### src/rtl/voxel_boundary_step_assert.svh
// Assertion macros shared by the voxel boundary step RTL.
// Expects clk_i and rst_ni in the scope where a macro is used.
`ifndef VOXEL_BOUNDARY_STEP_ASSERT_SVH
`define VOXEL_BOUNDARY_STEP_ASSERT_SVH

// same-cycle implication
`define VBS_ASSERT_IMP(lbl, ante, cons) \
  lbl: assert property (@(posedge clk_i) disable iff (!rst_ni) (ante) |-> (cons)) \
    else $error("vbs assertion failed");

// next-cycle implication
`define VBS_ASSERT_NXT(lbl, ante, cons) \
  lbl: assert property (@(posedge clk_i) disable iff (!rst_ni) (ante) |=> (cons)) \
    else $error("vbs assertion failed");

`endif

### src/rtl/vbs_pkg.sv
// Types and constants of the voxel boundary step block.
// No dependencies; the front end, queue, divider, engine and top level import it.
`timescale 1ns / 1ps
`default_nettype none

package vbs_pkg;

  localparam int CfgIdxW  = 3;
  localparam int CfgDataW = 32;
  localparam int LimW     = 43;  // (points - 1) * spacing
  localparam int PtW      = 50;  // advanced point before range check
  localparam int TW       = 47;  // distance along the ray, Q31.16
  localparam int EmW      = 49;  // epsilon * 2 * spacing
  localparam int DivNW    = 48;
  localparam int DivDW    = 33;
  localparam int DivQW    = 47;
  localparam int DivIterW = 6;
  localparam int DivShW   = 64;
  localparam int QDepth   = 2;

  localparam logic [CfgIdxW-1:0] CFG_ORIGIN_X  = 3'd0;
  localparam logic [CfgIdxW-1:0] CFG_ORIGIN_Y  = 3'd1;
  localparam logic [CfgIdxW-1:0] CFG_ORIGIN_Z  = 3'd2;
  localparam logic [CfgIdxW-1:0] CFG_SPACING_X = 3'd3;
  localparam logic [CfgIdxW-1:0] CFG_SPACING_Y = 3'd4;
  localparam logic [CfgIdxW-1:0] CFG_SPACING_Z = 3'd5;
  localparam logic [CfgIdxW-1:0] CFG_EPSILON   = 3'd6;

  typedef enum logic [1:0] {
    ST_MOVED       = 2'd0,
    ST_NOT_UNIT    = 2'd1,
    ST_LEFT_GRID   = 2'd2,
    ST_NUDGE_LIMIT = 2'd3
  } status_e;

  typedef struct packed {
    logic signed [31:0] pos_x;
    logic signed [31:0] pos_y;
    logic signed [31:0] pos_z;
    logic signed [15:0] dir_x;
    logic signed [15:0] dir_y;
    logic signed [15:0] dir_z;
  } in_word_t;

  typedef struct packed {
    logic signed [31:0] new_x;
    logic signed [31:0] new_y;
    logic signed [31:0] new_z;
    logic [1:0]         status;
  } out_word_t;

  typedef struct packed {
    in_word_t w;
    logic     bad_dir;
  } job_t;

  typedef struct packed {
    logic [2:0][31:0] org;
    logic [2:0][30:0] sp;   // never zero
    logic [15:0]      eps;
  } cfg_t;

  typedef struct packed {
    logic                start;
    logic [DivNW-1:0]    num;
    logic [DivDW-1:0]    den;
    logic [DivIterW-1:0] iters;
  } div_req_t;

  typedef struct packed {
    logic             busy;
    logic             done;
    logic [DivQW-1:0] quo;
    logic [DivNW-1:0] rem;
  } div_rsp_t;

  typedef enum logic [3:0] {
    S_IDLE,
    S_CHECK,
    S_REM_GO,
    S_REM_WAIT,
    S_CAND,
    S_DIV_WAIT,
    S_AXIS_NEXT,
    S_ADV_MUL,
    S_ADV_ADD,
    S_CHK_PT,
    S_FACE,
    S_FIN
  } back_state_e;

endpackage

`default_nettype wire

### src/rtl/vbs_queue.sv
// Short job queue between the front end and the stepping engine.
// Depends on vbs_pkg.
`timescale 1ns / 1ps
`default_nettype none

module vbs_queue import vbs_pkg::*; (
  input  logic clk_i,
  input  logic rst_ni,
  input  job_t push_i,
  input  logic push_valid_i,
  output logic push_ready_o,
  output job_t pop_o,
  output logic pop_valid_o,
  input  logic pop_i
);

  localparam int PtrW = $clog2(QDepth);
  localparam int CntW = $clog2(QDepth + 1);

  job_t            mem_q [QDepth];
  logic [PtrW-1:0] wp_q;
  logic [PtrW-1:0] rp_q;
  logic [CntW-1:0] cnt_q;
  logic            do_push;
  logic            do_pop;

  assign push_ready_o = cnt_q != CntW'(QDepth);
  assign pop_valid_o  = cnt_q != '0;
  assign pop_o        = mem_q[rp_q];
  assign do_push      = push_valid_i && push_ready_o;
  assign do_pop       = pop_i && pop_valid_o;

  always_ff @(posedge clk_i or negedge rst_ni) begin
    if (!rst_ni) begin
      wp_q  <= '0;
      rp_q  <= '0;
      cnt_q <= '0;
    end else begin
      if (do_push) begin
        wp_q <= (wp_q == PtrW'(QDepth - 1)) ? '0 : wp_q + 1'b1;
      end
      if (do_pop) begin
        rp_q <= (rp_q == PtrW'(QDepth - 1)) ? '0 : rp_q + 1'b1;
      end
      if (do_push && !do_pop) begin
        cnt_q <= cnt_q + 1'b1;
      end else if (do_pop && !do_push) begin
        cnt_q <= cnt_q - 1'b1;
      end
    end
  end

  always_ff @(posedge clk_i) begin
    if (do_push) begin
      mem_q[wp_q] <= push_i;
    end
  end

endmodule

`default_nettype wire

### config.mk
export PLATFORM = sky130hd
export DESIGN_NAME = vbs_queue
export DESIGN_NICKNAME = d
export VERILOG_FILES = /design/src/rtl/voxel_boundary_step_assert.svh /design/src/rtl/vbs_pkg.sv /design/src/rtl/vbs_queue.sv
export SDC_FILE = /design/constraint.sdc
export NUM_CORES = 1
export LEC_CHECK = 0
export BUFFER_PORTS_ARGS = -buffer_cell sky130_fd_sc_hd__buf_2
export CAP_MARGIN = 30
export CORE_MARGIN = 10
export CORE_UTILIZATION = 50
export CTS_BUF_LIST = sky130_fd_sc_hd__clkbuf_8
export CTS_CLUSTER_DIAMETER = 60
export CTS_CLUSTER_SIZE = 40
export DETAILED_ROUTE_END_ITERATION = 10
export MAX_ROUTING_LAYER = met4
export PLACE_DENSITY = 0.74
export SETUP_SLACK_MARGIN = 0.2
export SKIP_CTS_REPAIR_TIMING = 1
export SKIP_LAST_GASP = 1
export SYNTH_ARGS = -nofsm -noshare
export SYNTH_HDL_FRONTEND = slang
export SYNTH_SLANG_ARGS = --single-unit
### constraint.sdc
create_clock -name clk_i -period 10.49 [get_ports clk_i]
set_input_delay 0 -clock clk_i [delete_from_list [all_inputs] [get_ports clk_i]]
set_output_delay 0 -clock clk_i [all_outputs]
set_load 0.01 [all_outputs]
==> metrics.md <==
| Metric | Value |
|---|---|
| Yosys warnings | 0 |
| Total power | between 3 and 4 mW |
| Die area | between 20000 and 30000 um2 |
| CP startpoint kind | flop |
| Core Util, Final | 0.684 |
| Area leader, netlist | edfxtp_1 |
| Min-Delay Path Class | in -> reg |
| Initial antenna violation count | 6 |
| Register bit total from synthesis | 294 |
| Leak | approximately 5.4 nW |
| Pin count of the biggest net entering global routing | 79 |
| Slew at the pin with the worst max-slew slack | 0.958 ns |
| Run status | finished clean |
| Final nets | roughly 1100 |
| Share of layout cells above drive strength 1 | 0.514 |
| CP Class | reg -> out |
| Syn avg cell area | 22.9 um2 |
| Post-Synthesis Net Count | approximately 620 |
| Largest stage delay, worst path | ~1.0 ns |
| Slew headroom | 0.362 |
| Vias/cell | 5.01 |
| DR DRC count | 0 |
| Critical path buffer and inverter count | 3 |
| Hpwl dp | 15500 um |
| Crit end category | output pin |
| Highest clock rate | 345 MHz |
| Clk_skew | between 0.03 and 0.04 ns |
| I/O pins | 296 |
| DRT iter0 DRCs | about 320 |
| Initial DRT Pass Iterations | 4 |
| Placer Congestion | around 0.82 |
| Final setup violation count | 0 |
| Max cap viols | 0 |
| Routed WL | around 25000 um |
| Cells after Synth | between 400 and 500 |
| PnR worst setup slack | around 7.6 ns |
| CP delay by family, top | flip-flops |
| Setup total negative slack | 0 ns |
| Total stage count of the critical path | 4 |
| Antenna Nets Post-Route | 0 |
| Clock latency on the worst-skew pair | around 0.54 ns |
| Sequential fraction of the synthesis area | 0.820 |
| Cell Pwr Density | between 200 and 250 nW/um2 |
| Max Slew Vio Count | 0 |
| Worst path cell trace | buf_4 -> buf_16 -> mux2_2 -> buf_2 |
| Slowest CP cell | dfrtp_4 |
| CORE AREA | 21100 um2 |
| Via count | 6085 |
| Arr. time, crit path | 2.90 ns |
| Vias in the first global route | around 6000 |
| CTS buffer count | 17 |
| Post-synth top area share | 0.811 |
| DIE HEIGHT | approximately 170 um |
| Cell Area, Synth | between 10000 and 15000 um2 |
| Worst Path Required | between 10 and 15 ns |
| Min cycle time layout | 2.90 ns |
| Global-route wire length before repair | roughly 33000 um |
| CTS tree | done |
| H-Tree Level Count | 1 |
| CP max FO | between 70 and 80 |
| Hold Path Stages | 2 |
| Site Rows | 53 |
| Fin. Hold Viols | 0 |
| Reg clk slew, reported paths | 0.14 ns |
| R2r worst-path depth | 6 |
| Pre-CTS setup slack | ~7.5 ns |
| Initial Util | 0.509 |
| Clk root buf | clkbuf_8 |
| Wirelength per Cell | 20.6 um |
| PortBufs | just under 300 |
| Synth area leaders | edfxtp_1 (81%), mux2_2 (15%), clkbuf_8 (1.3%) |
| VDD IR max | between 0.15 and 0.2 mV |
| Clk sinks | approximately 290 |
| Tot GR Track Use | 0.153 |
| Gr ovfl total | 0 |
| Hold Worst Slack | roughly 0.17 ns |
| Cell variety after synth | 14 |
| Die span in x | about 170 um |
| Clock Path Buffers | 3 |
| Final period util | 0.276 |
| P&R area growth vs syn | 34.3% |
| RSZ-0062 raised after global routing | no |
[synthesized netlist by cell type]
cell type and count:
mux2_2 145, nor2_1 2, dfrtp_1 4, and3_1 1, or2_2 1, inv_1 1
xnor2_1 3, clkbuf_8 10, edfxtp_1 290, buf_6 6, nand2b_1 1, nand2_1 2
ha_1 1, xor2_1 2
[worst register-to-register path, delay by kind of cell (launching register included)]
| family | cells | cell delay (ns) |
|---|---|---|
| buffers and inverters | 3 | 1.39 |
| AND/OR/NAND/NOR | 3 | 0.44 |
| flip-flops | 1 | 0.45 |
[final cells by class]
cell class	instances	area, um2
antenna	6	15.0
fill	1325	6670
timing repair buffer	451	3080
tap	275	344
inverter	1	3.75
sequential	294	8810
clock inverter	12	195
clock buffer	17	234
multi-input combinational	158	1740
[where the power goes]
| group | total, mW | internal, mW | switching [mW] | leakage (nW) |
|---|---|---|---|---|
| Clock | 0.603 | 0.229 | 0.374 | 0.211 |
| Combinational | 1.13 | 0.533 | 0.597 | 2.46 |
| Sequential | 1.71 | 1.60 | 0.112 | 2.74 |
| Total | 3.45 | 2.36 | 1.08 | 5.41 |
[worst paths after layout]
path	startpoint	endpoint	slack [ns]
min in group asynchronous	rst_ni	rp_q$_DFFE_PN0P_	0.39
max in group asynchronous	rst_ni	rp_q$_DFFE_PN0P_	9.91
worst max register to register	cnt_q[0]$_DFFE_PN0P_	mem_q[0][46]$_DFFE_PP_	7.82
worst min-delay path	push_i[91]	mem_q[1][91]$_DFFE_PP_	0.17
worst max-delay path	rp_q$_DFFE_PN0P_	pop_o[92]	7.59
worst min register to register	cnt_q[1]$_DFFE_PN0P_	cnt_q[1]$_DFFE_PN0P_	0.50
[metal layers]
metal / wire [um] / GRT usage / part of all wire
met5: 0 / - / 0
met2: 13100 / 0.258 / 0.52
met4: 528 / 0.0344 / 0.021
met1: 9620 / 0.179 / 0.38
met3: 1800 / 0.0452 / 0.072
[flip-flops by register name, summed over array words and instances, names as in the netlist]
name	count
cnt_q	2
wp_q	1
rp_q	1
mem_q	290
[stage by stage]
| step | instances | cell area (um2) |
|---|---|---|
| 5_1_grt | 1214 | 14400 |
| 2_1_floorplan | 469 | 10700 |
| 4_1_cts | 1056 | 12800 |
| 3_3_place_gp | 1027 | 12400 |
| 6_report | 1214 | 14400 |
| 3_5_place_dp | 1027 | 12400 |
[placed cells by master (no fill, tap or decap)]
master         netlist  routed
buf_2                0     295
edfxtp_1           290     290
dlygate4sd3_1        0     149
mux2_2             145     145
clkbuf_8            10      17
diode_2              0       6
buf_4                0       4
xnor2_1              3       3
dfrtp_1              4       3
buf_16               0       3
nand2_1              2       2
xor2_1               2       2
inv_8                0       2
bufinv_16            0       2
clkinv_8             0       2
inv_6                0       2
nand2b_1             1       1
inv_1                1       1
or2_2                1       1
and3_4               0       1
nor2_4               0       1
nor2_1               2       1
ha_1                 1       1
clkinv_16            0       1
inv_16               0       1
clkinv_2             0       1
clkinvlp_4           0       1
dfrtp_4              0       1
[cells by family (layout without fill, tap and decap cells)]
logic type    Yosys count  in the layout  synth area share
xor+xnor                5              5           0.00408
mux                   145            145             0.152
fa+ha+maj               1              1           0.00116
flops                 294            294             0.820
buf+inv                17            481            0.0195
other cells             0              6                 0
simple gates            7              7           0.00315
(Power assumes the default switching activity.)
