==> config.mk <==
export PLATFORM = sky130hd
export DESIGN_NAME = vbs_divider
export DESIGN_NICKNAME = d
export VERILOG_FILES = /design/src/rtl/voxel_boundary_step_assert.svh /design/src/rtl/vbs_pkg.sv /design/src/rtl/vbs_divider.sv
export SDC_FILE = /design/constraint.sdc
export NUM_CORES = 1
export LEC_CHECK = 0
export ABC_AREA = 0
export BUFFER_PORTS_ARGS = -buffer_cell sky130_fd_sc_hd__buf_2
export CAP_MARGIN = 20
export CORE_UTILIZATION = 35
export DETAILED_ROUTE_END_ITERATION = 8
export GPL_ROUTABILITY_DRIVEN = 1
export PLACE_DENSITY = 0.5
export RECOVER_POWER = 100
export SETUP_SLACK_MARGIN = 0.5
export SLEW_MARGIN = 20
export SYNTH_ARGS = -nofsm -noshare
export SYNTH_HDL_FRONTEND = slang
export SYNTH_SLANG_ARGS = --single-unit
export TNS_END_PERCENT = 10
==> constraint.sdc <==
create_clock -name clk_i -period 3.9 [get_ports clk_i]
set_input_delay 0.195 -clock clk_i [delete_from_list [all_inputs] [get_ports clk_i]]
set_output_delay 0.195 -clock clk_i [all_outputs]
set_load 0.005 [all_outputs]
==> src/rtl/voxel_boundary_step_assert.svh <==
// Assertion macros shared by the voxel boundary step RTL.
// Expects clk_i and rst_ni in the scope where a macro is used.
`ifndef VOXEL_BOUNDARY_STEP_ASSERT_SVH
`define VOXEL_BOUNDARY_STEP_ASSERT_SVH

// same-cycle implication
`define VBS_ASSERT_IMP(lbl, ante, cons) \
  lbl: assert property (@(posedge clk_i) disable iff (!rst_ni) (ante) |-> (cons)) \
    else $error("vbs assertion failed");

// next-cycle implication
`define VBS_ASSERT_NXT(lbl, ante, cons) \
  lbl: assert property (@(posedge clk_i) disable iff (!rst_ni) (ante) |=> (cons)) \
    else $error("vbs assertion failed");

`endif

==> src/rtl/vbs_pkg.sv <==
// Types and constants of the voxel boundary step block.
// No dependencies; the front end, queue, divider, engine and top level import it.
`timescale 1ns / 1ps
`default_nettype none

package vbs_pkg;

  localparam int CfgIdxW  = 3;
  localparam int CfgDataW = 32;
  localparam int LimW     = 43;  // (points - 1) * spacing
  localparam int PtW      = 50;  // advanced point before range check
  localparam int TW       = 47;  // distance along the ray, Q31.16
  localparam int EmW      = 49;  // epsilon * 2 * spacing
  localparam int DivNW    = 48;
  localparam int DivDW    = 33;
  localparam int DivQW    = 47;
  localparam int DivIterW = 6;
  localparam int DivShW   = 64;
  localparam int QDepth   = 2;

  localparam logic [CfgIdxW-1:0] CFG_ORIGIN_X  = 3'd0;
  localparam logic [CfgIdxW-1:0] CFG_ORIGIN_Y  = 3'd1;
  localparam logic [CfgIdxW-1:0] CFG_ORIGIN_Z  = 3'd2;
  localparam logic [CfgIdxW-1:0] CFG_SPACING_X = 3'd3;
  localparam logic [CfgIdxW-1:0] CFG_SPACING_Y = 3'd4;
  localparam logic [CfgIdxW-1:0] CFG_SPACING_Z = 3'd5;
  localparam logic [CfgIdxW-1:0] CFG_EPSILON   = 3'd6;

  typedef enum logic [1:0] {
    ST_MOVED       = 2'd0,
    ST_NOT_UNIT    = 2'd1,
    ST_LEFT_GRID   = 2'd2,
    ST_NUDGE_LIMIT = 2'd3
  } status_e;

  typedef struct packed {
    logic signed [31:0] pos_x;
    logic signed [31:0] pos_y;
    logic signed [31:0] pos_z;
    logic signed [15:0] dir_x;
    logic signed [15:0] dir_y;
    logic signed [15:0] dir_z;
  } in_word_t;

  typedef struct packed {
    logic signed [31:0] new_x;
    logic signed [31:0] new_y;
    logic signed [31:0] new_z;
    logic [1:0]         status;
  } out_word_t;

  typedef struct packed {
    in_word_t w;
    logic     bad_dir;
  } job_t;

  typedef struct packed {
    logic [2:0][31:0] org;
    logic [2:0][30:0] sp;   // never zero
    logic [15:0]      eps;
  } cfg_t;

  typedef struct packed {
    logic                start;
    logic [DivNW-1:0]    num;
    logic [DivDW-1:0]    den;
    logic [DivIterW-1:0] iters;
  } div_req_t;

  typedef struct packed {
    logic             busy;
    logic             done;
    logic [DivQW-1:0] quo;
    logic [DivNW-1:0] rem;
  } div_rsp_t;

  typedef enum logic [3:0] {
    S_IDLE,
    S_CHECK,
    S_REM_GO,
    S_REM_WAIT,
    S_CAND,
    S_DIV_WAIT,
    S_AXIS_NEXT,
    S_ADV_MUL,
    S_ADV_ADD,
    S_CHK_PT,
    S_FACE,
    S_FIN
  } back_state_e;

endpackage

`default_nettype wire

==> src/rtl/vbs_divider.sv <==
// Shared serial divider, one quotient bit per cycle, for cell remainders
// and face distances. Depends on vbs_pkg.
`timescale 1ns / 1ps
`default_nettype none

module vbs_divider import vbs_pkg::*; (
  input  logic     clk_i,
  input  logic     rst_ni,
  input  div_req_t req_i,
  output div_rsp_t rsp_o
);

  logic [DivNW-1:0]    r_q;
  logic [DivShW-1:0]   d_q;
  logic [DivQW-1:0]    q_q;
  logic [DivIterW-1:0] k_q;
  logic                busy_q;
  logic                done_q;
  logic                ge;

  assign ge = {{(DivShW - DivNW){1'b0}}, r_q} >= d_q;

  always_ff @(posedge clk_i or negedge rst_ni) begin
    if (!rst_ni) begin
      busy_q <= 1'b0;
      done_q <= 1'b0;
      k_q    <= '0;
    end else if (req_i.start) begin
      busy_q <= 1'b1;
      done_q <= 1'b0;
      k_q    <= req_i.iters;
    end else if (busy_q) begin
      k_q <= k_q - 1'b1;
      if (k_q == DivIterW'(1)) begin
        busy_q <= 1'b0;
        done_q <= 1'b1;
      end
    end else begin
      done_q <= 1'b0;
    end
  end

  // divisor starts aligned to the top quotient bit and walks down
  always_ff @(posedge clk_i) begin
    if (req_i.start) begin
      r_q <= req_i.num;
      d_q <= DivShW'(req_i.den) << (req_i.iters - 1'b1);
      q_q <= '0;
    end else if (busy_q) begin
      if (ge) begin
        r_q <= r_q - d_q[DivNW-1:0];
      end
      q_q <= {q_q[DivQW-2:0], ge};
      d_q <= d_q >> 1;
    end
  end

  assign rsp_o = '{busy: busy_q, done: done_q, quo: q_q, rem: r_q};

endmodule

`default_nettype wire

==> impl_metrics.csv, run 1 <==
group,metric,value,unit
worst_setup_path,path_class,"flop to flop",
worst_setup_path,cp.required,4.10,ns
place,hpwl,27700,um
hold_path,min_path_type,"input pin to flop",
sta,fin_ws,0.455,ns
clock_tree,cts_root_buffer,"clkbuf_16",
die,fp-row-count,66,
synthesis,avgSynthCellArea,8.99,sq um
routing,wl,36300,um
die,coreArea,32900,sq um
die,die_area,34400,sq um
power,leakage,0.00577,uW
worst_setup_path,rr_endpoint,"r_q[42]",
worst_setup_path,cp.arrival,3.64,ns
grt,grt_use_total,21.2,%
sta,finalSetupViolations,0,
power,vdd_ir_drop_max,0.321,mV
grt,antenna_found_initial,0,
synthesis,synth_compound_area_share,19.4,%
worst_setup_path,critPathLaunch,"r_q[0]",
synthesis,synthTopCellsByArea,"edfxtp_1 29%, dfxtp_1 8.0%, mux2i_1 5.9%",
worst_setup_path,end_kind,"flop",
power,cell_internal_pwr,4170,uW
sta,tightest_slew,2.15,ns
worst_setup_path,r2r_slack,0.45,ns
worst_setup_path,critical_path.max_stage_delay,0.61,ns
synthesis,muxShareOfSynthArea,12.8,%
synthesis,synthCells,1312,
synthesis,synth_area_leader_cell,"edfxtp_1",
flow_run,cap_viol_max_count,2,
synthesis,synth_nets,1454,
place,io_buffers,186,
routing,routed_via_density,5.38,
synthesis,syn_area,11800,sq um
layout,syn_to_final_growth,15.8,%
power,swShare,39.9,%
clock_tree,cts_inserted_buffers,17,
clock_tree,clockBufferDepth,2,
sta,fin_skew,0.0137,ns
sta,hold_viol,0,
die,io_pins,187,
routing,drtPass1Iterations,6,
layout,drive_gt1_share,15.3,%
sta,min_period_over_period,88.3,%
worst_setup_path,cpMostUsedCell,"o211ai_1",
synthesis,yosys.area_share.simple,15.4,%
power,seqPwrFrac,33.6,%
power,pwr_density_cell,508,nW/um^2
sta,finalSetupTns,0,ns
worst_setup_path,ff2ff_path_depth,12,
die,die_w,186,um
sta,timing.fmax,290,MHz
synthesis,synth_top_area_share,28.5,%
synthesis,synthFlopType,"edfxtp_1",
clock_tree,htree_levels,4,
grt,grt_overflow_total,0,
clock_tree,cts.clk_slew.worst_paths,0.07,ns
place,dp_worst_setup_slack,0.538,ns
power,net-switching-power,2770,uW
place,place.gp.congestion,0.904,
layout,nets,1607,
die,start_util,35.9,%
sta,fin_crit,3.45,ns
worst_setup_path,crit_slowest_cell,"o41ai_1",
clock_tree,post_cts_buffers,0,
synthesis,synth_edf_count,112,
synthesis,synth_async_sr_flop_share,4.79,%
worst_setup_path,crit_chain,"inv_1 -> ha_1 -> fa_1 -> nand2b_1 -> a21oi_1 -> o211ai_1 -> o211ai_1 -> o21ai_0 -> clkbuf_1 -> o41ai_1 -> mux2i_1 -> o21a_1",
synthesis,synthAdderAreaFrac,5.58,%
routing,ant_nets,0,
synthesis,synthDistinctLibCells,71,
synthesis,synthXorXnorAreaFrac,3.64,%
routing,wl_per_cell,18.9,um
die,dieHeight,186,um
synthesis,ys_seq_area_share,38.2,%
power,p_comb_share,42.9,%
outcome,violations,"capacitance limit, slew limit",
worst_setup_path,crit_path_start_kind,"flop",
outcome,status,"finished with violations",
clock_tree,clk_latency,0.44,ns
routing,vias,10300,
grt,grt_pass1_wl,55800,um
grt,grt_max_degree,104,
sta,grt_setup_unrepaired,"false",
worst_setup_path,path_max_fanout,5,
worst_setup_path,crit_end,"r_q[42]",
worst_setup_path,rr_startpoint,"r_q[0]",
sta,holdWs,0.0304,ns
routing,drt_iter0_markers,915,
clock_tree,clkSinkCount,167,
synthesis,ys_warn_count,0,
sta,maxSlewViolCount,160,
power,clockPowerShare,23.5,%
grt,grt_pass1_vias,9813,
layout,diodes,0,
hold_path,hold_path_depth,3,
sta,slew_headroom,-43.1,%
synthesis,synth_top_family_by_area,"compound AO/OA/AOI/OAI gates",
clock_tree,cts_tree,"built",
synthesis,ys_seq_elements,167,
routing,drcViolationCount,0,
## worst min path at each step
stage / start / endpoint / slack, ns
2_1_floorplan: rst_ni / busy_q / -0.10
3_5_place_dp: rst_ni / k_q[1] / 0.05
4_1_cts: req_i[51] / r_q[12] / 0.01
3_3_place_gp: rst_ni / k_q[1] / 0.05
6_report: req_i[1] / k_q[1] / 0.03
5_1_grt: req_i[46] / r_q[7] / 0.03
## cell usage after synthesis (5+ instances only)
library cell,number
xnor2_1,25
o21a_1,8
a211oi_1,5
nand4_1,17
o211ai_1,7
a21o_1,30
and3_1,5
a22o_1,9
nor3_1,20
nor2_1,152
clkbuf_1,56
ha_1,51
o21bai_1,10
nand3_1,21
xor2_1,24
a221oi_1,18
mux4_2,29
mux2i_1,69
a31oi_1,13
nor3b_1,5
o21ai_1,11
dfrtp_1,8
nand2_1,159
mux2_2,15
o22ai_1,31
o21ai_0,90
buf_2,14
dfxtp_1,47
a21boi_0,5
inv_1,69
edfxtp_1,112
buf_1,9
nor4_1,10
a21oi_1,99
## area by class of cell
type                            instances  area (sq um)
Fill cell                            3445         19200
Multi-Input combinational cell        994          6740
Sequential cell                       167          4510
Timing Repair Buffer                  216          1060
Tap cell                              442           553
Clock buffer                           18           429
Inverter                               69           259
Clock inverter                         13           115
## timing repair
item                                   4_1_cts  5_1_grt
hold buffers                                 1        0
setup endpoints to repair                    0       37
endpoints found under the hold margin        8        0
resized for setup                            0        3
## registers in the layout (all words and copies together) (netlist names)
signal	flops
q_q	47
done_q	1
busy_q	1
d_q	64
r_q	48
k_q	6
## per-layer routing
metal	track usage [%]	up-vias	part of all wire, %
li1	-	5132	-
met1	31.1	4870	50
met2	32.7	303	44
met3	2.97	18	4.9
met4	4.72	0	0.98
met5	0	-	0
## layout by cell type (no fill, tap or decap), types with 22 or more instances in the layout
master | synthesis | final
inv_1 | 69 | 69
clkbuf_1 | 56 | 77
dfxtp_1 | 47 | 47
buf_2 | 14 | 112
xor2_1 | 24 | 22
mux2i_1 | 69 | 69
nand2_1 | 159 | 159
xnor2_1 | 25 | 23
o22ai_1 | 31 | 31
ha_1 | 51 | 51
mux4_2 | 29 | 29
nor2_1 | 152 | 152
a21o_1 | 30 | 30
edfxtp_1 | 112 | 112
o21ai_0 | 90 | 95
a21oi_1 | 99 | 99
## metrics by stage
step	instances	area (sq um)	power [uW]	utilization, %
floorplan	1312	11800	4440	-
global placement	1887	13200	5370	40.2
CTS	1919	13800	7010	41.9
detailed placement	1887	13200	5360	40.2
finish	1919	13700	6950	41.6
global route	1919	13700	7400	41.6
## power by group through the flow
stage	Sequential [uW]	Combinational [uW]	Clock, uW
floorplan	2330	2110	0
global placement	2370	3000	0
detailed placement	2370	2980	0
CTS	2330	3000	1680
global route	2360	3300	1730
finish	2330	2980	1630
## worst max-delay path, delay by kind of cell, from the launching register on
family / cells / cell delay (ns)
AO/OA/AOI/OAI: 6 / 1.61
adder cells (fa/ha/maj): 2 / 0.62
buffers and inverters: 2 / 0.26
flip-flops: 1 / 0.34
multiplexers: 1 / 0.17
AND/OR/NAND/NOR: 1 / 0.19
## kinds of logic after synthesis
family	Yosys count
AO/OA/AOI/OAI	364
buffers and inverters	151
AND/OR/NAND/NOR	416
XOR/XNOR	49
adder cells (fa/ha/maj)	52
multiplexers	113
flip-flops	167
No activity file was read; power rests on OpenSTA's default activity.
==> run 2, diff against run 1 <==
BUFFER_PORTS_ARGS = default   (was -buffer_cell sky130_fd_sc_hd__buf_2)
CORE_UTILIZATION = 50   (was 35)
DONT_BUFFER_PORTS = 1   (was default)
PLACE_DENSITY = 0.61   (was 0.5)
==> run 2 against run 1 <==
  * Die area shrank 30%
  * Highest routed layer unchanged
  * Sequential cell count is the same
  * The flow still finishes with violations (capacitance limit, slew limit)
  * First-iteration DRC count shrank 1.2%
  * Global-route usage grew 6.3 points
  * Via count shrank 2.5%
  * Sequential share of layout area grew 1.2 points
  * Sequential power is essentially flat
==> impl_metrics.csv, run 2 (synthesized netlist as in run 1, its figures left out) <==
group,metric,value,unit
sta,maxSlewViolCount,113,
sta,grt_setup_unrepaired,"true",
sta,finalSetupTns,0,ns
worst_setup_path,critical_path.max_stage_delay,0.47,ns
grt,antenna_found_initial,0,
sta,holdWs,0.0304,ns
layout,num-fill-cells,2070,
power,p_total,7010,uW
hold_path,min_path_type,"input pin to flop",
worst_setup_path,path_class,"flop to flop",
sta,fin_skew,0.0141,ns
grt,grt_overflow_total,0,
die,die_w,156,um
outcome,violations,"capacitance limit, slew limit",
sta,timing.fmax,292,MHz
place,io_buffers,0,
grt,grt_pass1_wl,51300,um
sta,slew_headroom,-61.3,%
grt,grt_pass1_vias,9299,
die,coreArea,22900,sq um
layout,layout_common_cells,"160 x nand2_1, 152 x nor2_1, 112 x edfxtp_1",
place,dp_worst_setup_slack,0.352,ns
worst_setup_path,r2r_slack,0.48,ns
flow_run,cap_viol_max_count,3,
routing,vias,10100,
outcome,status,"finished with violations",
layout,largest_register_ffs,64,
worst_setup_path,ff2ff_path_depth,10,
clock_tree,clockBufferDepth,2,
grt,grt_use_total,27.5,%
power,leakage,0.00541,uW
sta,min_period_over_period,87.8,%
hold_path,worstHoldStart,"req_i[67]",
die,start_util,51.5,%
layout,diodes,0,
worst_setup_path,cp.arrival,3.54,ns
place,place.gp.congestion,0.932,
layout,fin_util,57.6,%
hold_path,hold_path_depth,2,
worst_setup_path,end_kind,"flop",
routing,drcViolationCount,0,
power,pwr_density_cell,531,nW/um^2
routing,wl_per_cell,20.4,um
worst_setup_path,path_max_fanout,40,
die,io_pins,187,
layout,top_register,"d_q",
hold_path,holdPathEnd,"r_q[28]",
clock_tree,htree_levels,4,
layout,reg_top3,"d_q: 64 flops, r_q: 48 flops, q_q: 47 flops",
power,vdd_ir_drop_max,0.300,mV
layout,syn_to_final_growth,11.8,%
routing,routed_via_density,6.11,
sta,fin_crit,3.42,ns
grt,grt_max_degree,156,
routing,drt_iter0_markers,904,
sta,hold_viol,0,
routing,wl,33500,um
place,hpwl,24600,um
sta,fin_ws,0.475,ns
sta,tightest_slew,2.42,ns
clock_tree,cts.clk_slew.worst_paths,0.08,ns
die,die_area,24200,sq um
die,dieHeight,156,um
worst_setup_path,crit_slowest_cell,"ha_1",
clock_tree,cts_inserted_buffers,17,
layout,drive_gt1_share,8.10,%
worst_setup_path,crit_path_start_kind,"flop",
worst_setup_path,rr_endpoint,"r_q[3]",
clock_tree,cts_tree,"built",
layout,layout_commonest_cell,"nand2_1",
layout,nets,1462,
routing,drtPass1Iterations,5,
worst_setup_path,rr_startpoint,"r_q[14]",
die,fp-row-count,55,
clock_tree,clk_latency,0.44,ns
worst_setup_path,cp.required,4.02,ns
worst_setup_path,crit_chain,"ha_1 -> nand4_1 -> nor3_2 -> inv_1 -> o211ai_1 -> o21ai_4 -> a21oi_1 -> o21ai_0 -> nand2_1 -> buf_12",
sta,finalSetupViolations,0,
clock_tree,clkSinkCount,167,
routing,ant_nets,0,
clock_tree,cts_root_buffer,"clkbuf_16",
==> run 2: changes by cell type in the layout (fill, tap and decap cells not counted), moves of 5 or more <==
| cell | before | now |
|---|---|---|
| buf_2 | 112 | 0 |
| clkbuf_1 | 77 | 4 |
| dlygate4sd3_1 | 1 | 50 |
| buf_4 | 20 | 13 |
| clkinv_8 | 1 | 6 |
| inv_12 | 0 | 5 |
==> run 2: what timing repair did <==
item	4_1_cts	5_1_grt
hold buffers	51	0
gates cloned	0	0
gates resized for setup	1	6
endpoints found under the hold margin	125	0
buffers inserted	0	0
pin swaps	1	0
setup endpoints to repair	40	42
==> run 2: area by class of cell <==
| class | count | area [sq um] | share of cell area, % |
|---|---|---|---|
| sequential | 167 | 4510 | 34.1 |
| clock inverter | 15 | 216 | 1.64 |
| tap | 313 | 392 | 2.97 |
| inverter | 69 | 259 | 1.96 |
| timing repair buffer | 71 | 671 | 5.08 |
| clock buffer | 17 | 425 | 3.22 |
| multi-input combinational | 994 | 6730 | 51.0 |
==> run 2: worst max path at each step <==
stage / startpoint / slack, ns / to / cells past startpoint
floorplan: req_i[0] / 0.65 / d_q[61] / 15
global placement: r_q[9] / 0.50 / r_q[2] / 10
detailed placement: r_q[9] / 0.35 / r_q[10] / 10
CTS: r_q[19] / 0.50 / r_q[20] / 10
global route: busy_q / 0.25 / d_q[15] / 2
finish: r_q[14] / 0.48 / r_q[3] / 10
==> run 2: layer usage <==
metal  part of all wire [%]  GRT usage [%]  vias up  wire (um)
li1                       -              -     4848          -
met5                      0              0        -          0
met1                     46           38.9     4708      15500
met4                    2.0           8.59        0        665
met2                     45           42.4      465      14900
met3                    7.2           5.50       43       2430
==> run 2: report_power, final <==
group | internal (uW) | switching, uW
clock | 899 | 912
sequential | 2190 | 161
combinational | 1110 | 1740
==> run 2: through the flow <==
step / area (sq um) / cells
after CTS: 13200 / 1646
after global placement: 12100 / 1563
after detailed placement: 12100 / 1563
after global routing: 13200 / 1646
after floorplan: 11800 / 1312
final: 13200 / 1646
==> run 2: worst max-delay path, delay by kind of cell (launching register included) <==
family	cells	cell delay, ns
and+or+nand+nor	3	1.04
AOI/OAI and AO/OA	4	0.75
DFF	1	0.43
buffers and inverters	2	0.35
adders and majority gates	1	0.47
==> run 3, diff against run 2 <==
--- a/constraint.sdc
+++ b/constraint.sdc
@@ -3,2 +3,2 @@
 set_output_delay 0.195 -clock clk_i [all_outputs]
-set_load 0.005 [all_outputs]
+set_load 0.01 [all_outputs]
==> run 3 against run 2 <==
  * The run ends with hold timing, capacitance limit, slew limit left
  * Sequential power increased by 2%
  * Cell area increased by 0.40%
  * Worst hold slack got worse by 0.032 ns
  * Setup slack got worse by 0.050 ns
  * Critical endpoint is now d_q[33]
  * Largest cell class unchanged
==> impl_metrics.csv, run 3 (synthesized netlist as in run 1, its figures left out) <==
group,metric,value,unit
outcome,status,"finished with violations",
outcome,violations,"hold timing, capacitance limit, slew limit",
routing,vias,10100,
place,io_buffers,0,
power,p_total,7080,uW
grt,grt_max_degree,122,
worst_setup_path,path_max_fanout,41,
die,dieHeight,156,um
sta,timing.fmax,288,MHz
clock_tree,clkSinkCount,167,
clock_tree,clockBufferDepth,2,
grt,grt_pass1_vias,9454,
sta,tightest_slew,1.66,ns
place,hpwl,24600,um
worst_setup_path,crit_path_start_kind,"input pin",
hold_path,worstHoldStart,"req_i[75]",
clock_tree,cts.clk_slew.worst_paths,0.09,ns
routing,drtPass1Iterations,6,
clock_tree,cts_inserted_buffers,17,
die,coreArea,22900,sq um
sta,finalSetupTns,0,ns
worst_setup_path,crit_slowest_cell,"clkbuf_1",
power,leakage,0.00542,uW
clock_tree,cts_root_buffer,"clkbuf_16",
sta,holdWs,-0.00204,ns
power,pwr_density_cell,535,nW/um^2
sta,hold_viol,1,
hold_path,min_path_type,"input pin to flop",
die,fp-row-count,55,
hold_path,holdPathEnd,"r_q[36]",
sta,grt_setup_unrepaired,"true",
flow_run,cap_viol_max_count,1,
clock_tree,htree_levels,4,
clock_tree,cts_tree,"built",
routing,ant_nets,0,
die,io_pins,187,
worst_setup_path,r2r_slack,0.53,ns
layout,largest_register_ffs,64,
worst_setup_path,cp.required,4.07,ns
routing,routed_via_density,6.13,
worst_setup_path,crit_chain,"inv_1 -> ha_1 -> clkbuf_1 -> mux2i_1 -> o22ai_1 -> mux2_1 -> o21a_1 -> nand2_1 -> a21oi_1 -> a211oi_1 -> a21oi_1",
worst_setup_path,path_class,"input pin to flop",
worst_setup_path,cpMostUsedCell,"a21oi_1",
grt,grt_pass1_wl,53000,um
layout,top_register,"d_q",
routing,drcViolationCount,0,
worst_setup_path,end_kind,"flop",
hold_path,hold_path_depth,2,
worst_setup_path,rr_startpoint,"r_q[9]",
layout,drive_gt1_share,8.17,%
die,die_area,24200,sq um
sta,fin_crit,3.47,ns
grt,grt_use_total,28.3,%
layout,layout_common_cells,"158 x nand2_1, 152 x nor2_1, 112 x edfxtp_1",
layout,num-fill-cells,2102,
worst_setup_path,cp.arrival,3.64,ns
sta,finalSetupViolations,0,
clock_tree,clk_latency,0.44,ns
worst_setup_path,critPathBufInv,2,
power,vdd_ir_drop_max,0.262,mV
layout,diodes,0,
worst_setup_path,rr_endpoint,"r_q[19]",
layout,layout_commonest_cell,"nand2_1",
die,start_util,51.5,%
layout,nets,1463,
routing,drt_iter0_markers,876,
layout,syn_to_final_growth,12.3,%
grt,grt_overflow_total,0,
sta,fin_skew,0.0174,ns
worst_setup_path,critPathTopFamily,"compound AO/OA/AOI/OAI gates",
place,place.gp.congestion,0.957,
sta,maxSlewViolCount,54,
routing,wl_per_cell,21.0,um
worst_setup_path,ff2ff_path_depth,10,
worst_setup_path,critical_path.max_stage_delay,0.81,ns
die,die_w,156,um
layout,reg_top3,"d_q: 64 flops, r_q: 48 flops, q_q: 47 flops",
sta,slew_headroom,-10.5,%
grt,antenna_found_initial,0,
sta,min_period_over_period,89.1,%
routing,wl,34500,um
==> run 3: changes by cell type in the layout (fill, tap and decap cells not counted), moves of 2 or more <==
| cell | change |
|---|---|
| nand2_1 | -2 |
| ha_2 | +3 |
| dlygate4sd3_1 | +2 |
| mux2_2 | -4 |
| ha_1 | -3 |
| mux2_1 | +4 |
| inv_12 | +2 |
| buf_4 | -2 |
| nand2_2 | +2 |
| clkinv_8 | -3 |
==> run 3: layer usage <==
metal	GRT usage [%]	wire length [um]
met1	40.5	15900
met2	44.1	15500
met3	4.58	2480
met4	7.94	631
met5	0	0
==> run 3: cell type report <==
class | count | area, sq um | area share, %
Timing Repair Buffer | 72 | 716 | 5.40
Clock buffer | 17 | 425 | 3.21
Inverter | 69 | 259 | 1.96
Tap cell | 313 | 392 | 2.96
Sequential cell | 167 | 4510 | 34.0
Clock inverter | 15 | 211 | 1.60
Multi-Input combinational cell | 994 | 6740 | 50.9
==> run 3: worst max-delay path by stage <==
stage | startpoint | to | slack, ns | cells past startpoint
2_1_floorplan | r_q[23] | r_q[0] | 0.65 | 9
3_3_place_gp | r_q[23] | r_q[10] | 0.50 | 10
3_5_place_dp | r_q[9] | r_q[10] | 0.39 | 10
4_1_cts | r_q[11] | r_q[20] | 0.54 | 10
5_1_grt | req_i[0] | d_q[32] | 0.28 | 11
6_report | req_i[0] | d_q[33] | 0.43 | 11
==> run 3: what timing repair did <==
item / CTS / global route
hold buffers: 53 / 1
endpoints found under the setup margin: 44 / 47
setup buffers: 0 / 0
gates cloned: 0 / 1
resized for setup: 1 / 9
endpoints found under the hold margin: 113 / 7
==> run 3: where the power goes <==
group | leakage (uW) | switching, uW | internal (uW)
logic | 0.00344 | 1750 | 1120
registers | 0.00168 | 201 | 2190
clock network | 0.000307 | 915 | 905
total | 0.00542 | 2870 | 4210
==> run 3: through the flow <==
stage,instance area [sq um],util [%],hold slack (ns),worst slack [ns],cells
detailed placement,12000,52.5,-0.100,0.386,1560
finish,13200,57.8,-0.00204,0.425,1647
global route,13200,57.8,0.00326,0.285,1647
CTS,13200,57.8,0.000547,0.538,1645
floorplan,11800,-,-0.101,0.651,1312
global placement,12000,52.5,-0.100,0.496,1560
